===== config.mk =====
export PLATFORM = sky130hd
export DESIGN_NAME = mep_front
export DESIGN_NICKNAME = d
export VERILOG_FILES = /design/src/rtl/core/mep_pkg.sv /design/src/rtl/core/mep_front.sv
export SDC_FILE = /design/constraint.sdc
export NUM_CORES = 2
export LEC_CHECK = 0
export ABC_AREA = 0
export BUFFER_PORTS_ARGS = -buffer_cell sky130_fd_sc_hd__buf_2
export CAP_MARGIN = 20
export CORE_UTILIZATION = 64
export CTS_CLUSTER_SIZE = 20
export DETAILED_ROUTE_END_ITERATION = 8
export GPL_TIMING_DRIVEN = 1
export PLACE_DENSITY = 0.85
export SLEW_MARGIN = 20
export SYNTH_ARGS = -nofsm -noshare
export SYNTH_HDL_FRONTEND = slang
export SYNTH_SLANG_ARGS = --single-unit

===== constraint.sdc =====
create_clock -name i_clk -period 7.8 [get_ports i_clk]
set_input_delay 1.17 -clock i_clk [delete_from_list [all_inputs] [get_ports i_clk]]
set_output_delay 1.17 -clock i_clk [all_outputs]
set_load 0.05 [all_outputs]

===== src/rtl/core/mep_pkg.sv =====
package mep_pkg;

    localparam int FRAC_BITS  = 28;
    localparam int COORD_W    = 32;
    localparam int STEP_W     = 31;
    localparam int Z_W        = 40;
    localparam int COUNT_W    = 13;
    localparam int CFG_IDX_W  = 2;

    localparam logic [CFG_IDX_W-1:0] CFG_LEFT_EDGE   = 2'd0;
    localparam logic [CFG_IDX_W-1:0] CFG_TOP_EDGE    = 2'd1;
    localparam logic [CFG_IDX_W-1:0] CFG_COLUMN_STEP = 2'd2;
    localparam logic [CFG_IDX_W-1:0] CFG_ROW_STEP    = 2'd3;

    localparam logic signed [COORD_W-1:0] LEFT_EDGE_RST   = -32'sd64290292;
    localparam logic signed [COORD_W-1:0] TOP_EDGE_RST    = 32'sd177167401;
    localparam logic [STEP_W-1:0]         COLUMN_STEP_RST = 31'd3146;
    localparam logic [STEP_W-1:0]         ROW_STEP_RST    = 31'd3146;

    typedef struct packed {
        logic [9:0] row;
        logic [9:0] col;
    } t_pixel_in;

    typedef struct packed {
        logic [7:0]         red;
        logic [7:0]         green;
        logic [7:0]         blue;
        logic [COUNT_W-1:0] escape_count;
    } t_pixel_out;

    typedef struct packed {
        logic signed [COORD_W-1:0] c_re;
        logic signed [COORD_W-1:0] c_im;
    } t_point;

endpackage


===== src/rtl/core/mep_front.sv =====
// maps pixel to c; step*index product registered before the saturating add
module mep_front import mep_pkg::*; (
    input  logic                      i_clk,
    input  logic                      i_rst_n,
    input  logic                      i_push,
    output logic                      o_full,
    input  t_pixel_in                 i_pixel,
    input  logic signed [COORD_W-1:0] i_left_edge,
    input  logic signed [COORD_W-1:0] i_top_edge,
    input  logic [STEP_W-1:0]         i_column_step,
    input  logic [STEP_W-1:0]         i_row_step,
    output logic                      o_valid,
    input  logic                      i_ready,
    output t_point                    o_point
);
    logic              r_s1_valid, r_s2_valid;
    logic [STEP_W+9:0] r_re_prod, r_im_prod;
    t_point            r_point;
    logic signed [STEP_W+12:0] re_sum, im_sum;
    logic              s2_free, s1_free;

    assign s2_free = !r_s2_valid || i_ready;
    assign s1_free = !r_s1_valid || s2_free;
    assign o_full  = !s1_free;

    assign re_sum = $signed({{12{i_left_edge[COORD_W-1]}}, i_left_edge})
                  + $signed({2'b00, r_re_prod});
    assign im_sum = $signed({{12{i_top_edge[COORD_W-1]}}, i_top_edge})
                  - $signed({2'b00, r_im_prod});

    function automatic logic signed [COORD_W-1:0] sat(input logic signed [STEP_W+12:0] v);
        if (v > $signed({{12{1'b0}}, 1'b0, {(COORD_W-1){1'b1}}}))
            return {1'b0, {(COORD_W-1){1'b1}}};
        else if (v < $signed({{12{1'b1}}, 1'b1, {(COORD_W-1){1'b0}}}))
            return {1'b1, {(COORD_W-1){1'b0}}};
        else
            return v[COORD_W-1:0];
    endfunction

    always_ff @(posedge i_clk) begin
        if (!i_rst_n) begin
            r_s1_valid <= 1'b0;
            r_s2_valid <= 1'b0;
        end else begin
            if (s1_free) r_s1_valid <= i_push;
            if (s2_free) r_s2_valid <= r_s1_valid;
        end
        if (s1_free && i_push) begin
            r_re_prod <= i_column_step * i_pixel.col;
            r_im_prod <= i_row_step * i_pixel.row;
        end
        if (s2_free && r_s1_valid) begin
            r_point.c_re <= sat(re_sum);
            r_point.c_im <= sat(im_sum);
        end
    end

    assign o_valid = r_s2_valid;
    assign o_point = r_point;
endmodule


---- Word-level counts from Yosys, hierarchy flattened ----
Cells that the tools add are included.
word-level totals
  register bits after elaboration ......... 148
  bits of input ports ..................... 150
  output and inout bits ................... 66
  word-level logic and storage cells ...... 23
cells by class
  $add $sub $neg .......................... 2
  multiply operators ...................... 2
  magnitude comparators ................... 4
  mux-type cells .......................... 2
  reduce and logical (&&, ||, !) cells .... 7
operators by type and width
  kind                                                   number
  > comparator 43 x 32 -> 1 bit (second input constant)  2
  < comparator 43 x 32 -> 1 bit (second input constant)  2
  multiplier 31 x 10 -> 41 bit                           2
  2-to-1 mux 32 bit                                      2
  adder 32 x 42 -> 43 bit                                1
  subtractor 32 x 42 -> 43 bit                           1
  zero test 1 bit                                        3
  logical AND 1 bit                                      2
  logical OR 1 bit                                       2

---- Logic depth before layout (Yosys ltp) ----
  word-level depth ........................ 4
  gate-level depth with buffers ........... 23
  mapped depth without buffers ............ 22

---- Worst setup path after synthesis ----
OpenSTA, ideal clock, no wires.
  path kind ............................... input to register
  from .................................... input port i_pixel[1] (netlist name)
  to ...................................... register r_re_prod[29] (data pin)
  library setup time ...................... 195 ps
  data arrival time ....................... 6727 ps
  path slack .............................. 878 ps
  stages on the path ...................... 22
  cell sequence ........................... clkbuf_1 -> nand2_1 -> fa_1 -> inv_1 -> fa_1 -> inv_1 -> fa_1 -> inv_1 -> fa_1 -> inv_1 -> fa_1 -> inv_1 -> ha_1 -> a2111oi_0 -> o21ai_0 -> a2111oi_2 -> nor3_1 -> o31ai_1 -> a21boi_1 -> o21ai_0 -> or4b_1 -> o311ai_0
between the ends
  longest elaborated chain between the ends .. 1
ends and longest elaborated chain
  element                       RTL line         RTL
  start, declared               mep_front.sv:7   input t_pixel_in i_pixel,
  multiplier 31 x 10 -> 41 bit  mep_front.sv:49  r_re_prod <= i_column_step * i_pixel.col;
  end signal, assigned          mep_front.sv:49
  end, declared                 mep_front.sv:17  logic [STEP_W+9:0] r_re_prod, r_im_prod;
No other way between the ends.
A chain may end at the register's enable or synchronous reset.

---- Worst setup path in the final report ----
  from .................................... input port i_pixel[11] (netlist name)
  to ...................................... register r_im_prod[39] (data pin)
between the ends
  longest elaborated chain between the ends .. 1
ends and longest elaborated chain
  element                       RTL line         RTL
  multiplier 31 x 10 -> 41 bit  mep_front.sv:50  r_im_prod <= i_row_step * i_pixel.row;
  end signal, assigned          mep_front.sv:50
  end, declared                 mep_front.sv:17
No other way between the ends.

==> key figures <==
GRT
  – Vias in the first global route: around 24,000
  – Total grt overflow: 0
  – Largest net degree at the start of global routing: 83
  – Global-route wire length before repair: approximately 120 mm
  – Initial antenna violation count: 8
  – GRT Total Usage: 0.311

Floorplan
  – Die Area: between 40,000 and 50,000 um2
  – Die Span X: between 200 and 250 um
  – Initial core utilization: 0.650
  – Placeable Area: around 47,000 um2
  – Die Ht: about 220 um
  – Row Count: slightly below 80
  – I/O pins: between 200 and 250

Setup path
  – Worst-path fanout max: 31
  – CP arrival: around 7300 ps
  – Setup CP Type: in -> reg
  – CP Capture Type: flop
  – Critical path origin: i_pixel[11]
  – Crit path required time: about 8000 ps
  – Critical Path Start Type: input pin
  – RR Startpoint: r_im_prod[0]$_DFFE_PP_

Clocking
  – TritonCTS clock tree: done
  – Post-CTS Resized: 0
  – CTS root buf: clkbuf_16
  – Clock Path Buffers: 2
  – Setup Fix Bufs, Post-CTS: 0
  – Worst-Skew Late Latency: between 400 and 500 ps
  – H-tree Lvls: 4
  – Num CTS Buffers: 17
  – Clock slew at the register clock pins of the worst setup and hold paths: 60 ps
  – Hold_buf cts: 0
  – Clock sinks: ~150

Route
  – DR iter-0 viols: ~2,000
  – Drt first pass iters: 6
  – DR vias: between 20,000 and 25,000
  – Final wirelength: 72.0 mm
  – Routed WL per cell: between 15 and 20 um
  – Vias per Instance: around 5.9
  – DRC errors left: 0
  – Final ANT Viol Nets: 0

Place
  – Final weighted congestion in routability-driven placement: 0.949
  – HPWL after detailed placement: about 58 mm
  – Port buffer count: ~220
  – DP Area: around 31,000 um2

Logic synthesis
  – Mapped cell area: roughly 30,000 um2
  – Syn avg cell area: slightly above 9 um2
  – Sequential-to-total area share from yosys stat: 0.146
  – Net Count, Synth: 4,168
  – Number of synthesized flops with an enable pin: approximately 150
  – Top FF cell, synth: edfxtp_1
  – Gate Count Post-Synth: ~3,300
  – Cell variety after synth: ~110
  – Async S/R FF share, synth: 0
  – Synth warn: 0
  – Yosys reg bits: between 100 and 150

Finish
  – Post-layout util: 0.688
  – Most common cell after layout, fill and taps aside: inv_1
  – Area Overhead vs Synth: 5.82%
  – Design area: approximately 32,000 um2
  – Nets@finish: 4,247
  – FILL cells: around 3,500
  – Commonest non-fill, non-tap cells in the layout: inv_1 (505), fa_1 (462), nand2_1 (415)
  – Share of cells above drive strength 1: 0.106

Timing
  – Worst rel slew slack: 0.251
  – Setup TNS: 0 ps
  – Worst-Margin Slew: approximately 1100 ps
  – Fmax: roughly 140 MHz
  – Final period util: 0.914
  – Fin. Hold Viols: 0
  – Final setup vio count: 0
  – Final min period: around 7100 ps
  – Setup Skew: 8.78 ps
  – RSZ-0062 raised after global routing: false
  – Max-slew violations: 0
  – Hold Slack: 490 ps

Worst hold path
  – Worst hold start: r_s1_valid$_SDFFE_PN0N_
  – Worst hold path type: reg -> reg

Pwr
  – Peak supply drop: between 0.3 and 0.4 mV
  – P_leak: around 16 nW
  – Total power: approximately 0.015 W
  – Pwr dens: between 400 and 500 nW/um2

Run status
  – Status: finished, final reports clean

Job
  – Max-cap violations: 0
-- final cells by class --
cell class	instances	area, um2	area share
Multi-Input combinational cell	2492	23200	0.724
Sequential cell	148	4420	0.138
Timing Repair Buffer	235	1230	0.0383
Antenna cell	8	20.0	0.000625
Inverter	505	1900	0.0592
Clock buffer	18	429	0.0134
Clock inverter	14	88.8	0.00278
Tap cell	607	759	0.0237
-- per-layer routing --
layer,GRT usage,share of wire
met5,0,0.00014
met2,0.479,0.45
met3,0.0474,0.086
met1,0.457,0.44
met4,0.0861,0.019
-- synthesized netlist by cell type, drive strengths merged (40+ instances only) --
master / number / area [um2]
clkbuf: 145 / 559
a21oi: 147 / 743
and2: 341 / 2130
nand2: 415 / 1560
a21o: 76 / 579
inv: 505 / 1900
o21ai: 89 / 457
nor2: 100 / 378
nand3: 40 / 205
fa: 462 / 9250
xnor2: 87 / 762
edfxtp: 146 / 4380
nor3: 48 / 262
o31ai: 46 / 490
ha: 236 / 2950
-- stage by stage --
| stage | setup WS (ps) | std cells |
|---|---|---|
| floorplan | 878 | 3320 |
| global placement | 434 | 3987 |
| detailed placement | 277 | 3987 |
| CTS | 757 | 4019 |
| global route | 296 | 4027 |
| finish | 674 | 4027 |
-- report_power, final --
part / internal, W / switching (W) / leakage (nW)
Combinational: 0.00492 / 0.00735 / 13.9
Clock: 0.000401 / 0.000324 / 0.249
Sequential: 0.00165 / 0.0000800 / 1.42
Total: 0.00696 / 0.00775 / 15.6
-- worst max-delay path, cell delays in order --
cell and delay (ps):
buf_2 530, nand2_1 190, fa_1 570, inv_1 50
fa_1 490, fa_1 530, fa_1 500, inv_1 50
fa_1 470, inv_1 40, ha_1 390, a21o_1 220
a21o_1 160, a21oi_1 200, or4b_2 600, o22ai_1 260
nor3_1 150, o41ai_2 300, a21boi_1 140, a31oi_1 200
xnor2_1 80
-- sequential cells by signal (all words and copies together) (netlist names) --
name,flops
o_point,64
r_im_prod,41
r_re_prod,41
o_valid,1
r_s1_valid,1
-- cell families (layout without fill, tap and decap cells) --
kind of cell	Yosys count	after routing	synth area share
DFF	148	148	0.146
and+or+nand+nor	1089	1089	0.183
muxes	5	5	0.00170
buffers and inverters	680	772	0.0885
other	0	8	0
adders and majority gates	698	698	0.403
AOI/OAI and AO/OA	574	574	0.141
xor gates and xnor gates	126	126	0.0365
-- path summary, 6_finish.rpt --
path	depth (start not counted)	endpoint	slack (ps)
worst max-delay path	21	r_im_prod[39]$_DFFE_PP_	670
worst min-delay path	1	o_valid$_SDFFE_PN0P_	490
worst max register to register	13	o_point[16]$_SDFFCE_PN1P_	3140
worst min register to register	1	o_valid$_SDFFE_PN0P_	490
Power figures use the tool's default switching activity.
