**config.mk**
```make
export PLATFORM = sky130hd
export DESIGN_NAME = mep_queue
export DESIGN_NICKNAME = d
export VERILOG_FILES = /design/src/rtl/core/mep_pkg.sv /design/src/rtl/core/mep_queue.sv
export SDC_FILE = /design/constraint.sdc
export NUM_CORES = 1
export LEC_CHECK = 0
export ABC_AREA = 1
export BUFFER_PORTS_ARGS = -buffer_cell sky130_fd_sc_hd__buf_2
export CAP_MARGIN = 20
export CORE_UTILIZATION = 56
export CTS_CLUSTER_SIZE = 25
export DETAILED_ROUTE_END_ITERATION = 10
export PLACE_DENSITY = 0.84
export REMOVE_ABC_BUFFERS = 1
export SYNTH_ARGS = -nofsm -noshare
export SYNTH_HDL_FRONTEND = slang
export SYNTH_SLANG_ARGS = --single-unit
export TNS_END_PERCENT = 10
```
**constraint.sdc**
```tcl
create_clock -name i_clk -period 12.15 [get_ports i_clk]
set_clock_uncertainty 0.15 [all_clocks]
set_input_delay 1.8225 -clock i_clk [delete_from_list [all_inputs] [get_ports i_clk]]
set_output_delay 1.8225 -clock i_clk [all_outputs]
set_load 0.05 [all_outputs]
```
**src/rtl/core/mep_pkg.sv**
```systemverilog
package mep_pkg;

    localparam int FRAC_BITS  = 28;
    localparam int COORD_W    = 32;
    localparam int STEP_W     = 31;
    localparam int Z_W        = 40;
    localparam int COUNT_W    = 13;
    localparam int CFG_IDX_W  = 2;

    localparam logic [CFG_IDX_W-1:0] CFG_LEFT_EDGE   = 2'd0;
    localparam logic [CFG_IDX_W-1:0] CFG_TOP_EDGE    = 2'd1;
    localparam logic [CFG_IDX_W-1:0] CFG_COLUMN_STEP = 2'd2;
    localparam logic [CFG_IDX_W-1:0] CFG_ROW_STEP    = 2'd3;

    localparam logic signed [COORD_W-1:0] LEFT_EDGE_RST   = -32'sd64290292;
    localparam logic signed [COORD_W-1:0] TOP_EDGE_RST    = 32'sd177167401;
    localparam logic [STEP_W-1:0]         COLUMN_STEP_RST = 31'd3146;
    localparam logic [STEP_W-1:0]         ROW_STEP_RST    = 31'd3146;

    typedef struct packed {
        logic [9:0] row;
        logic [9:0] col;
    } t_pixel_in;

    typedef struct packed {
        logic [7:0]         red;
        logic [7:0]         green;
        logic [7:0]         blue;
        logic [COUNT_W-1:0] escape_count;
    } t_pixel_out;

    typedef struct packed {
        logic signed [COORD_W-1:0] c_re;
        logic signed [COORD_W-1:0] c_im;
    } t_point;

endpackage

```
**src/rtl/core/mep_queue.sv**
```systemverilog
module mep_queue import mep_pkg::*; (
    input  logic   i_clk,
    input  logic   i_rst_n,
    input  logic   i_valid,
    output logic   o_ready,
    input  t_point i_data,
    output logic   o_valid,
    input  logic   i_ready,
    output t_point o_data
);
    t_point     r_mem [2];
    logic       r_wp, r_rp;
    logic [1:0] r_cnt;
    logic       wr, rd;

    assign o_ready = r_cnt != 2'd2;
    assign o_valid = r_cnt != 2'd0;
    assign wr      = i_valid && o_ready;
    assign rd      = o_valid && i_ready;
    assign o_data  = r_mem[r_rp];

    always_ff @(posedge i_clk) begin
        if (!i_rst_n) begin
            r_wp  <= 1'b0;
            r_rp  <= 1'b0;
            r_cnt <= 2'd0;
        end else begin
            if (wr) r_wp <= !r_wp;
            if (rd) r_rp <= !r_rp;
            r_cnt <= r_cnt + {1'b0, wr} - {1'b0, rd};
        end
        if (wr) r_mem[r_wp] <= i_data;
    end
endmodule

```
# --- Yosys cells after proc, flatten, opt, wreduce, memory -nomap -nowiden ---
# Memories as Yosys holds them, arrays and structs flattened. A register that Yosys moved wholly into a read port is not among the register bits.
# Cells that the tools add are included.
classes:
  n_addsub: 2
  n_eq_ne: 1
  n_mux: 4
  reduce_logical: 5
op_table:
  columns: ["op", "n"]
  rows:
  - ["1-bit 2-to-1 mux", 4]
  - ["2-bit by 1-bit adder with 2-bit output", 1]
  - ["1-bit logical AND", 2]
  - ["1-bit logical NOT", 2]
  - ["2-bit inequality test, second input constant", 1]
  - ["2-bit nonzero test", 1]
  - ["2-bit by 1-bit subtractor with 2-bit output", 1]
word_totals:
  ff_bits: 4
  ramBits: 128
  inputBits: 68
  output_inout_bits: 66
  elab_cells: 16
  memories: 1
mem_list:
  columns: ["name", "words", "word_bits", "read_ports", "rd_ports_with_merged_regs", "write_ports", "line", "source"]
  rows:
  - ["r_mem", 2, 64, 1, 1, 1, "mep_queue.sv:11", "t_point r_mem [2];"]

# --- Depth between registers and ports, before layout ---
# Gate-level depths: netlist (run 1).
logic_depth:
  ltp_word: 4
  ltp_mapped: 11
  mapped_depth_nobuf: 11

# --- Least setup slack after synthesis (run 1) ---
# OpenSTA, ideal clock, no wires.
synth_timing:
  kind: "input to register"
  from: "in i_valid"
  to: "mem r_mem[1][0] (netlist bit) (enable)"
  setup_time_ns: 0.488
  arrival_ns: 4.703
  t_required_ns: 11.512
  path_slack_ns: 6.809
  cell_stages: 2
  n_path_buf: 0
  path_cell_list: "nand2_1 nor2_1"
synth_via:
  elab_chain_cells: 3
synth_rtl:
  columns: ["item", "line", "source"]
  rows:
  - ["start, declared", "mep_queue.sv:4", "input logic i_valid,"]
  - ["1-bit logical AND", "mep_queue.sv:18", "assign wr = i_valid && o_ready;"]
  - ["1-bit 2-to-1 mux", "mep_queue.sv:32", "if (wr) r_mem[r_wp] <= i_data;"]
  - ["1-bit 2-to-1 mux (implied by the code)", "mep_queue.sv:32", null]
  - ["end, declared", "mep_queue.sv:11", null]
# Every way passes these cells.

==> results of run 1 <==
critical path, cell delays in order (launching register included):
cell and delay, ps:
dfxtp_4 700, buf_16 310, mux2_2 360, buf_2 210
kinds of logic (layout without fill, tap and decap cells):
kind of cell | count (synthesis) | count (layout)
flops | 133 | 133
fa+ha+maj | 1 | 1
compound gates | 1 | 1
buf+inv | 14 | 175
mux | 64 | 64
simple gates | 21 | 21
xor+xnor | 1 | 1
synthesized netlist by cell type:
library cell	count	area, um2
nand2_1	11	41.3
nor2_2	1	6.26
a21oi_1	1	5.00
mux2_2	4	45.0
edfxtp_1	128	3840
ha_1	1	12.5
buf_12	6	120
nor2_1	8	30.0
mux2_4	60	901
nand3_1	1	5.00
dfxtp_1	5	100
inv_1	7	26.3
xnor2_1	1	8.76
buf_6	1	11.3
power by group through the flow:
stage / logic (mW) / clock network [mW] / registers, mW
after detailed placement: 0.515 / 0 / 0.646
final: 0.532 / 0.499 / 0.618
after global routing: 0.557 / 0.528 / 0.624
after floorplan: 0.432 / 0 / 0.637
after CTS: 0.516 / 0.509 / 0.637
after global placement: 0.510 / 0 / 0.641
layout by cell type (no fill, tap or decap), drive strengths merged, types with 3 or more instances in the layout:
| master | instances |
|---|---|
| nor2 | 9 |
| buf | 136 |
| clkinvlp | 3 |
| bufinv | 3 |
| clkbuf | 17 |
| dfxtp | 5 |
| inv | 10 |
| nand2 | 11 |
| clkinv | 6 |
| mux2 | 64 |
| edfxtp | 128 |
worst paths after layout:
check | end | cells past startpoint | slack, ps
max | o_data[2] | 3 | 8050
min | flip-flop | 2 | 350
max reg2reg | r_mem[0][56] | 5 | 9690
min reg2reg | flip-flop | 2 | 350
stage by stage:
stage | hold slack [ps] | std cells
2_1_floorplan | 317 | 228
3_3_place_gp | 328 | 471
3_5_place_dp | 340 | 471
4_1_cts | 358 | 503
5_1_grt | 428 | 504
6_report | 351 | 504
routing by layer:
metal | wire, um | track usage (%)
met1 | 3380 | 20.8
met2 | 4220 | 30.6
met3 | 500 | 6.37
met4 | 52 | 6.64
met5 | 0 | 0
flip-flops by register name (all words and copies together) (netlist names), named ones only:
| signal | cells |
|---|---|
| r_mem | 128 |
| r_rp | 1 |
| r_cnt | 2 |
| r_wp | 1 |
final cells by class:
type | instances | area [um2] | share of cell area [%]
clock buffers | 17 | 414 | 6.39
clock inverters | 15 | 178 | 2.74
inverters | 7 | 26.3 | 0.406
multi-input cells | 88 | 1070 | 16.5
flip-flops and latches | 133 | 3950 | 60.9
well taps | 108 | 135 | 2.09
repair buffers | 136 | 708 | 10.9
==> metrics.txt, run 1 <==
min-delay worst type=reg -> reg; Total GRT Usage=17.9%; CTS max path bufs=2; FP Rows=34; Crit Path Max Fanout=35; drt total wl=8160 um; DP HPWL=5130 um; Chip Height=98.0 um; Tmin final=4100 ps; switching power=0.582 mW; largest net degree at the start of global routing=65; part of the cycle the worst path needs=33.7%; Fin Setup TNS=0 ps; Design Power=1.65 mW; Final Setup Violations=0; failing checks=DRC; f_max=244 MHz; post-synthesis compound-gate area fraction=0.0971%; final net count=452; Post-Synth Simple-Gate Area=1.60%; Yosys reg bits=133; GR Overflow Total=0; hold path start=r_rp; TritonCTS clock tree=done; combinational power share=32.3%; # DRC=10; final core utilization=73.6%; vias in the first global route=2649; Slew headroom=54.8%; RSZ-0062 raised after global routing=no; maximum vdd drop=0.167 mV; register area share after synthesis=76.5%; Critical Path End Type=primary output; Root Buffer=clkbuf_8; WP data required=10180 ps; synth unique cells=14; Leak=2.60 nW; first-pass GRT wire length=12700 um; routed len/inst=16.2 um; clock-pin slew on the worst setup and hold paths=60 ps; Post-Synthesis Cells=235; XOR/XNOR share of the synthesized area=0.170%; mapped cell area=5160 um2; Final Slew Violations=0; Reg power frac=37.5%; io pins=134; Worst-Skew Late Latency=500 ps; Avg Cell Area, Syn=21.9 um2; Port Buffers=133; P&R area growth vs syn=25.6%; Reg-to-Reg Start=r_cnt[0]; DP Area=5860 um2; Worst Tran Pin Value=676 ps; CP startpoint kind=flip-flop; Yosys warning total=0; routability congestion estimate=0.635; Internal Power=1.07 mW; mux cell area share after synthesis=18.3%; Sw Share=35.3%; Worst EP arrival=2120 ps; Post-CTS Setup Inserts=0; PwrDens=255 nW/um2; Adder-Cell Fraction of Synth Area=0.243%; Post-CTS Resized=0; Num CTS Buffers=17; Filler Cell Count=531; H-Tree Depth=4; status=finished, violations left; Final Hold Fails=0; Final Worst Setup Slack=8050 ps; maxcap violations=0; Core ar.=8810 um2; Hold-fix buffers, CTS=0; DP Worst Slack=8260 ps; largest family of logic cells by synthesized area=multiplexers; full die area=9600 um2; Clock power frac=30.3%; # diodes=0; Die W=98.0 um; initial DRC count=112; CTS Sinks=133; crit path kind=reg -> out; Layout Cell Area excl Fill=6480 um2; Vias/cell=4.98; initial antenna violation count=0; layout cell share with drive strength beyond 1=59.1%; DRT Pass-1 Iters=7; Initial Utilization=58.6%; Final ANT Viol Nets=0; detailed-route via count=2511
Power figures use the tool's default switching activity.
==> run 2, diff against run 1 <==
--- a/config.mk
+++ b/config.mk
@@ -8,10 +8,10 @@
 export ABC_AREA = 1
 export BUFFER_PORTS_ARGS = -buffer_cell sky130_fd_sc_hd__buf_2
 export CAP_MARGIN = 20
-export CORE_UTILIZATION = 56
+export CORE_UTILIZATION = 52
 export CTS_CLUSTER_SIZE = 25
 export DETAILED_ROUTE_END_ITERATION = 10
-export PLACE_DENSITY = 0.84
+export PLACE_DENSITY = 0.79
 export REMOVE_ABC_BUFFERS = 1
 export SYNTH_ARGS = -nofsm -noshare
 export SYNTH_HDL_FRONTEND = slang
==> constraint.sdc (replaced) <==
create_clock -name i_clk -period 4.1 [get_ports i_clk]
set_clock_uncertainty 0.15 [all_clocks]
set_input_delay 0.615 -clock i_clk [delete_from_list [all_inputs] [get_ports i_clk]]
set_output_delay 0.615 -clock i_clk [all_outputs]
set_load 0.05 [all_outputs]
==> run 2 against run 1 <==
The flow now finishes without violations; hold slack lost 210 ps; total power grew to 3.0 times the previous value; combinational power grew to 3.0 times the previous value; critical path type unchanged; largest cell class unchanged; highest routed layer unchanged.
==> metrics.txt, run 2 (synthesized netlist as in run 1, its figures left out) <==
Initial Utilization=54.8%; routed len/inst=16.9 um; PwrDens=763 nW/um2; detailed-route via count=2570; Slowest cell on crit path=dfxtp_4; vias in the first global route=2566; FF-to-FF path depth=5; slowest stage delay, CP=930 ps; status=completed; P&R area growth vs syn=27.0%; WP data required=3340 ps; TritonCTS clock tree=done; Post-CTS Resized=0; Filler Cell Count=608; Hold Slack=145 ps; Post-CTS Setup Inserts=0; crit path kind=reg -> out; Chip Height=102 um; RSZ-0062 raised after global routing=no; initial antenna violation count=1; Final ANT Viol Nets=0; final net count=453; part of the cycle the worst path needs=74.9%; Worst-Skew Late Latency=510 ps; biggest regs=r_mem x128, r_cnt x2; critical register-to-register path endpoint=r_mem[0][0]; FP Rows=35; # diodes=0; Fin Setup TNS=0 ps; worst-path cell chain=buf_4 -> mux2_4 -> buf_2; layout cell share with drive strength beyond 1=59.3%; f_max=325 MHz; commonest non-fill, non-tap cell in the layout=buf_2; Total GRT Usage=18.0%; maximum vdd drop=0.479 mV; Tmin final=3070 ps; Reg-to-Reg Start=r_cnt[0]; Hold-fix buffers, CTS=0; Num CTS Buffers=17; full die area=10300 um2; Leak=2.62 nW; non-filler cells, final=525; DP HPWL=5590 um; drt total wl=8850 um; leading cell types in the layout, fill and taps excluded=133 x buf_2, 128 x edfxtp_1, 60 x mux2_4, 16 x clkbuf_16, 11 x nand2_1; initial DRC count=111; Top reg by flops=r_mem; Core ar.=9420 um2; Final Hold Fails=0; largest net degree at the start of global routing=50; Final Slew Violations=0; # DRC=0; Worst EP arrival=2310 ps; maxcap violations=0; CP Depth=3; Worst Setup EP=o_data[13]; first-pass GRT wire length=13100 um; kind of cell adding the most delay to the critical path=flip-flops; multi-input logic area=1070 um2; Worst Path Buf+Inv=2; Port Buffers=133; routability congestion estimate=0.737; max reg flops=128; CTS max path bufs=2; dpl cells=494; DRT Pass-1 Iters=5; clock-pin slew on the worst setup and hold paths=60 ps; Slew headroom=39.9%; Sequential cell area=3950 um2; Critical Path End Type=primary output; CTS Sinks=133; io pins=134; Die W=102 um; Crit Path Max Fanout=49; Final Setup Violations=0; Worst Tran Pin Value=899 ps; Root Buffer=clkbuf_8; flop-to-flop setup slack=1820 ps; Vias/cell=4.90; H-Tree Depth=4; min-delay worst type=in -> reg; GR Overflow Total=0; CP startpoint kind=flip-flop
==> run 2: stage by stage <==
| stage | total power, mW | instance area (um2) | worst slack (ps) | util, % |
|---|---|---|---|---|
| 2_1_floorplan | 3.17 | 5020 | -255 | - |
| 3_3_place_gp | 3.43 | 5930 | 1510 | 62.9 |
| 3_5_place_dp | 3.46 | 5930 | 1500 | 62.9 |
| 4_1_cts | 5.05 | 6550 | 961 | 69.6 |
| 5_1_grt | 5.18 | 6550 | 892 | 69.6 |
| 6_report | 5.00 | 6550 | 1030 | 69.6 |
==> run 2: metal layers <==
metal  GRT usage [%]  wire (um)  part of all wire, %
met5               0          0                    0
met4            8.03         80                 0.90
met3            6.97        691                  7.8
met2            28.4       4360                   49
met1            22.0       3720                   42
==> run 2: layout make-up <==
cell class / count / share of cell area [%]
Inverter: 7 / 0.401
Multi-Input combinational cell: 88 / 16.3
Tap cell: 129 / 2.46
Timing Repair Buffer: 137 / 11.0
Sequential cell: 133 / 60.3
Clock buffer: 17 / 6.32
Clock inverter: 14 / 3.21
==> run 2: report_power, final <==
group	internal (mW)	total (mW)	switching (mW)
combinational	0.515	1.57	1.05
sequential	1.73	1.86	0.134
clock	1.04	1.57	0.530
==> run 2: worst min-delay path by stage <==
stage	startpoint	end	slack, ps	depth (start not counted)
2_1_floorplan	r_rp	flip-flop	320	2
3_3_place_gp	r_rp	r_rp	330	2
3_5_place_dp	r_rp	flip-flop	390	2
4_1_cts	i_data[59]	r_mem[0][59]	120	1
5_1_grt	i_data[1]	r_mem[1][1]	110	1
6_report	i_data[18]	r_mem[1][18]	150	1
==> run 3, diff against run 2 <==
--- a/config.mk
+++ b/config.mk
@@ -8,10 +8,10 @@
 export ABC_AREA = 1
 export BUFFER_PORTS_ARGS = -buffer_cell sky130_fd_sc_hd__buf_2
 export CAP_MARGIN = 20
-export CORE_UTILIZATION = 52
+export CORE_UTILIZATION = 47
 export CTS_CLUSTER_SIZE = 25
 export DETAILED_ROUTE_END_ITERATION = 10
-export PLACE_DENSITY = 0.79
+export PLACE_DENSITY = 0.75
 export REMOVE_ABC_BUFFERS = 1
 export SYNTH_ARGS = -nofsm -noshare
 export SYNTH_HDL_FRONTEND = slang
==> constraint.sdc (replaced) <==
create_clock -name i_clk -period 2.8 [get_ports i_clk]
set_clock_uncertainty 0.15 [all_clocks]
set_input_delay 0.42 -clock i_clk [delete_from_list [all_inputs] [get_ports i_clk]]
set_output_delay 0.42 -clock i_clk [all_outputs]
set_load 0.05 [all_outputs]
==> run 3 against run 2 <==
Total power grew 47%; non-clock buffer count rose by 66; sequential power is 44% higher; clock power grew 41%; sequential cell count unchanged; core utilization fell by 0.43 points; sequential share of layout area is 5.7 points lower; critical path type unchanged; largest cell class unchanged; largest power group unchanged.
==> metrics.txt, run 3 (synthesized netlist as in run 1, its figures left out) <==
status=completed; P&R area growth vs syn=40.3%; GR Overflow Total=0; worst-path cell chain=buf_12 -> mux2_2 -> buf_2; FP Rows=37; detailed-route via count=2806; Root Buffer=clkbuf_8; Worst Path Buf+Inv=2; Hold Slack=198 ps; final net count=519; Worst-Skew Late Latency=520 ps; Leak=2.89 nW; Fin Setup TNS=0 ps; RSZ-0062 raised after global routing=no; Final Setup Violations=0; Final Worst Setup Slack=211 ps; drt total wl=9060 um; first-pass GRT wire length=13900 um; f_max=386 MHz; Final ANT Viol Nets=0; routability congestion estimate=0.689; # DRC=0; Top reg by flops=r_mem; PwrDens=1010 nW/um2; crit path kind=reg -> out; DP Worst Slack=718 ps; Design Power=7.33 mW; layout cell share with drive strength beyond 1=51.0%; CTS max path bufs=2; Core ar.=10500 um2; io pins=134; initial DRC count=110; # diodes=0; CTS Sinks=133; Layout Cell Area excl Fill=7230 um2; slowest stage delay, CP=650 ps; Num CTS Buffers=17; Final Hold Fails=0; CP startpoint kind=flip-flop; Final Slew Violations=0; Die W=107 um; part of the cycle the worst path needs=92.5%; DRT Pass-1 Iters=4; Critical Path End Type=primary output; Worst Tran Pin Value=575 ps; Filler Cell Count=708; DP Area=5980 um2; initial antenna violation count=0; Crit Path Max Fanout=25; max reg flops=128; Vias/cell=4.68; WP data required=2230 ps; clock-pin slew on the worst setup and hold paths=60 ps; kind of cell adding the most delay to the critical path=flip-flops; Slew headroom=61.6%; maximum vdd drop=0.794 mV; H-Tree Depth=4; Slowest cell on crit path=dfxtp_4; DP HPWL=5300 um; maxcap violations=0; biggest regs=r_mem x128, r_cnt x2; Tmin final=2590 ps; min-delay worst type=in -> reg; vias in the first global route=2896; Initial Utilization=49.3%; commonest non-fill, non-tap cell in the layout=buf_2; Chip Height=107 um; leading cell types in the layout, fill and taps excluded=133 x buf_2, 128 x edfxtp_1, 65 x dlygate4sd3_1, 60 x mux2_4, 16 x clkbuf_16; routed len/inst=15.1 um; Worst EP arrival=2020 ps; Total GRT Usage=16.9%; full die area=11400 um2; TritonCTS clock tree=done; Post-CTS Resized=0; Port Buffers=133; largest net degree at the start of global routing=66
## run 3: cell count changes in the layout (fill, tap and decap cells not counted)
cell	change
dlygate4sd3_1	+65
buf_12	+3
clkinv_4	-2
clkbuf_1	+1
buf_4	-2
bufinv_16	-1
clkinvlp_4	+3
## run 3: per-layer routing
metal | GRT usage, % | share of wire (%)
met4 | 7.63 | 1.0
met2 | 28.8 | 52
met5 | 0 | 0
met3 | 6.38 | 5.8
met1 | 18.7 | 41
## run 3: what timing repair did
item / in CTS / in global routing
buffers inserted: 0 / 0
setup endpoints to repair: 0 / 0
hold endpoints to repair: 130 / 0
hold buffers: 65 / 0
## run 3: cell type report
| type | instances | area (um2) | area share, % |
|---|---|---|---|
| Clock buffer | 18 | 418 | 5.78 |
| Clock inverter | 14 | 185 | 2.56 |
| Inverter | 7 | 26.3 | 0.363 |
| Multi-Input combinational cell | 88 | 1070 | 14.8 |
| Sequential cell | 133 | 3950 | 54.6 |
| Tap cell | 136 | 170 | 2.35 |
| Timing Repair Buffer | 203 | 1420 | 19.6 |
## run 3: final timing paths
| check | from | to | slack (ps) | depth (start not counted) |
|---|---|---|---|---|
| setup / recovery | flip-flop | o_data[0] | 210 | 3 |
| setup reg to reg | r_cnt[0] | r_mem[0][37] | 840 | 5 |
| hold reg to reg | r_rp | flip-flop | 390 | 2 |
| hold / removal | i_ready | flip-flop | 200 | 5 |
## run 3: tightest hold or removal path, cell delays in order
cell	delay, ps
buf_2	100
inv_1	60
nor2_2	70
nor2_1	120
nor2_1	60
## run 3: where the power goes
part / leakage [nW] / switching [mW] / internal, mW
clock network: 0.280 / 0.776 / 1.44
logic: 1.37 / 1.61 / 0.842
registers: 1.24 / 0.138 / 2.53
## run 3: through the flow
| step | cells | util [%] |
|---|---|---|
| finish | 599 | 69.1 |
| global route | 599 | 69.1 |
| CTS | 599 | 69.1 |
| detailed placement | 502 | 57.2 |
| global placement | 502 | 57.2 |
| floorplan | 228 | - |
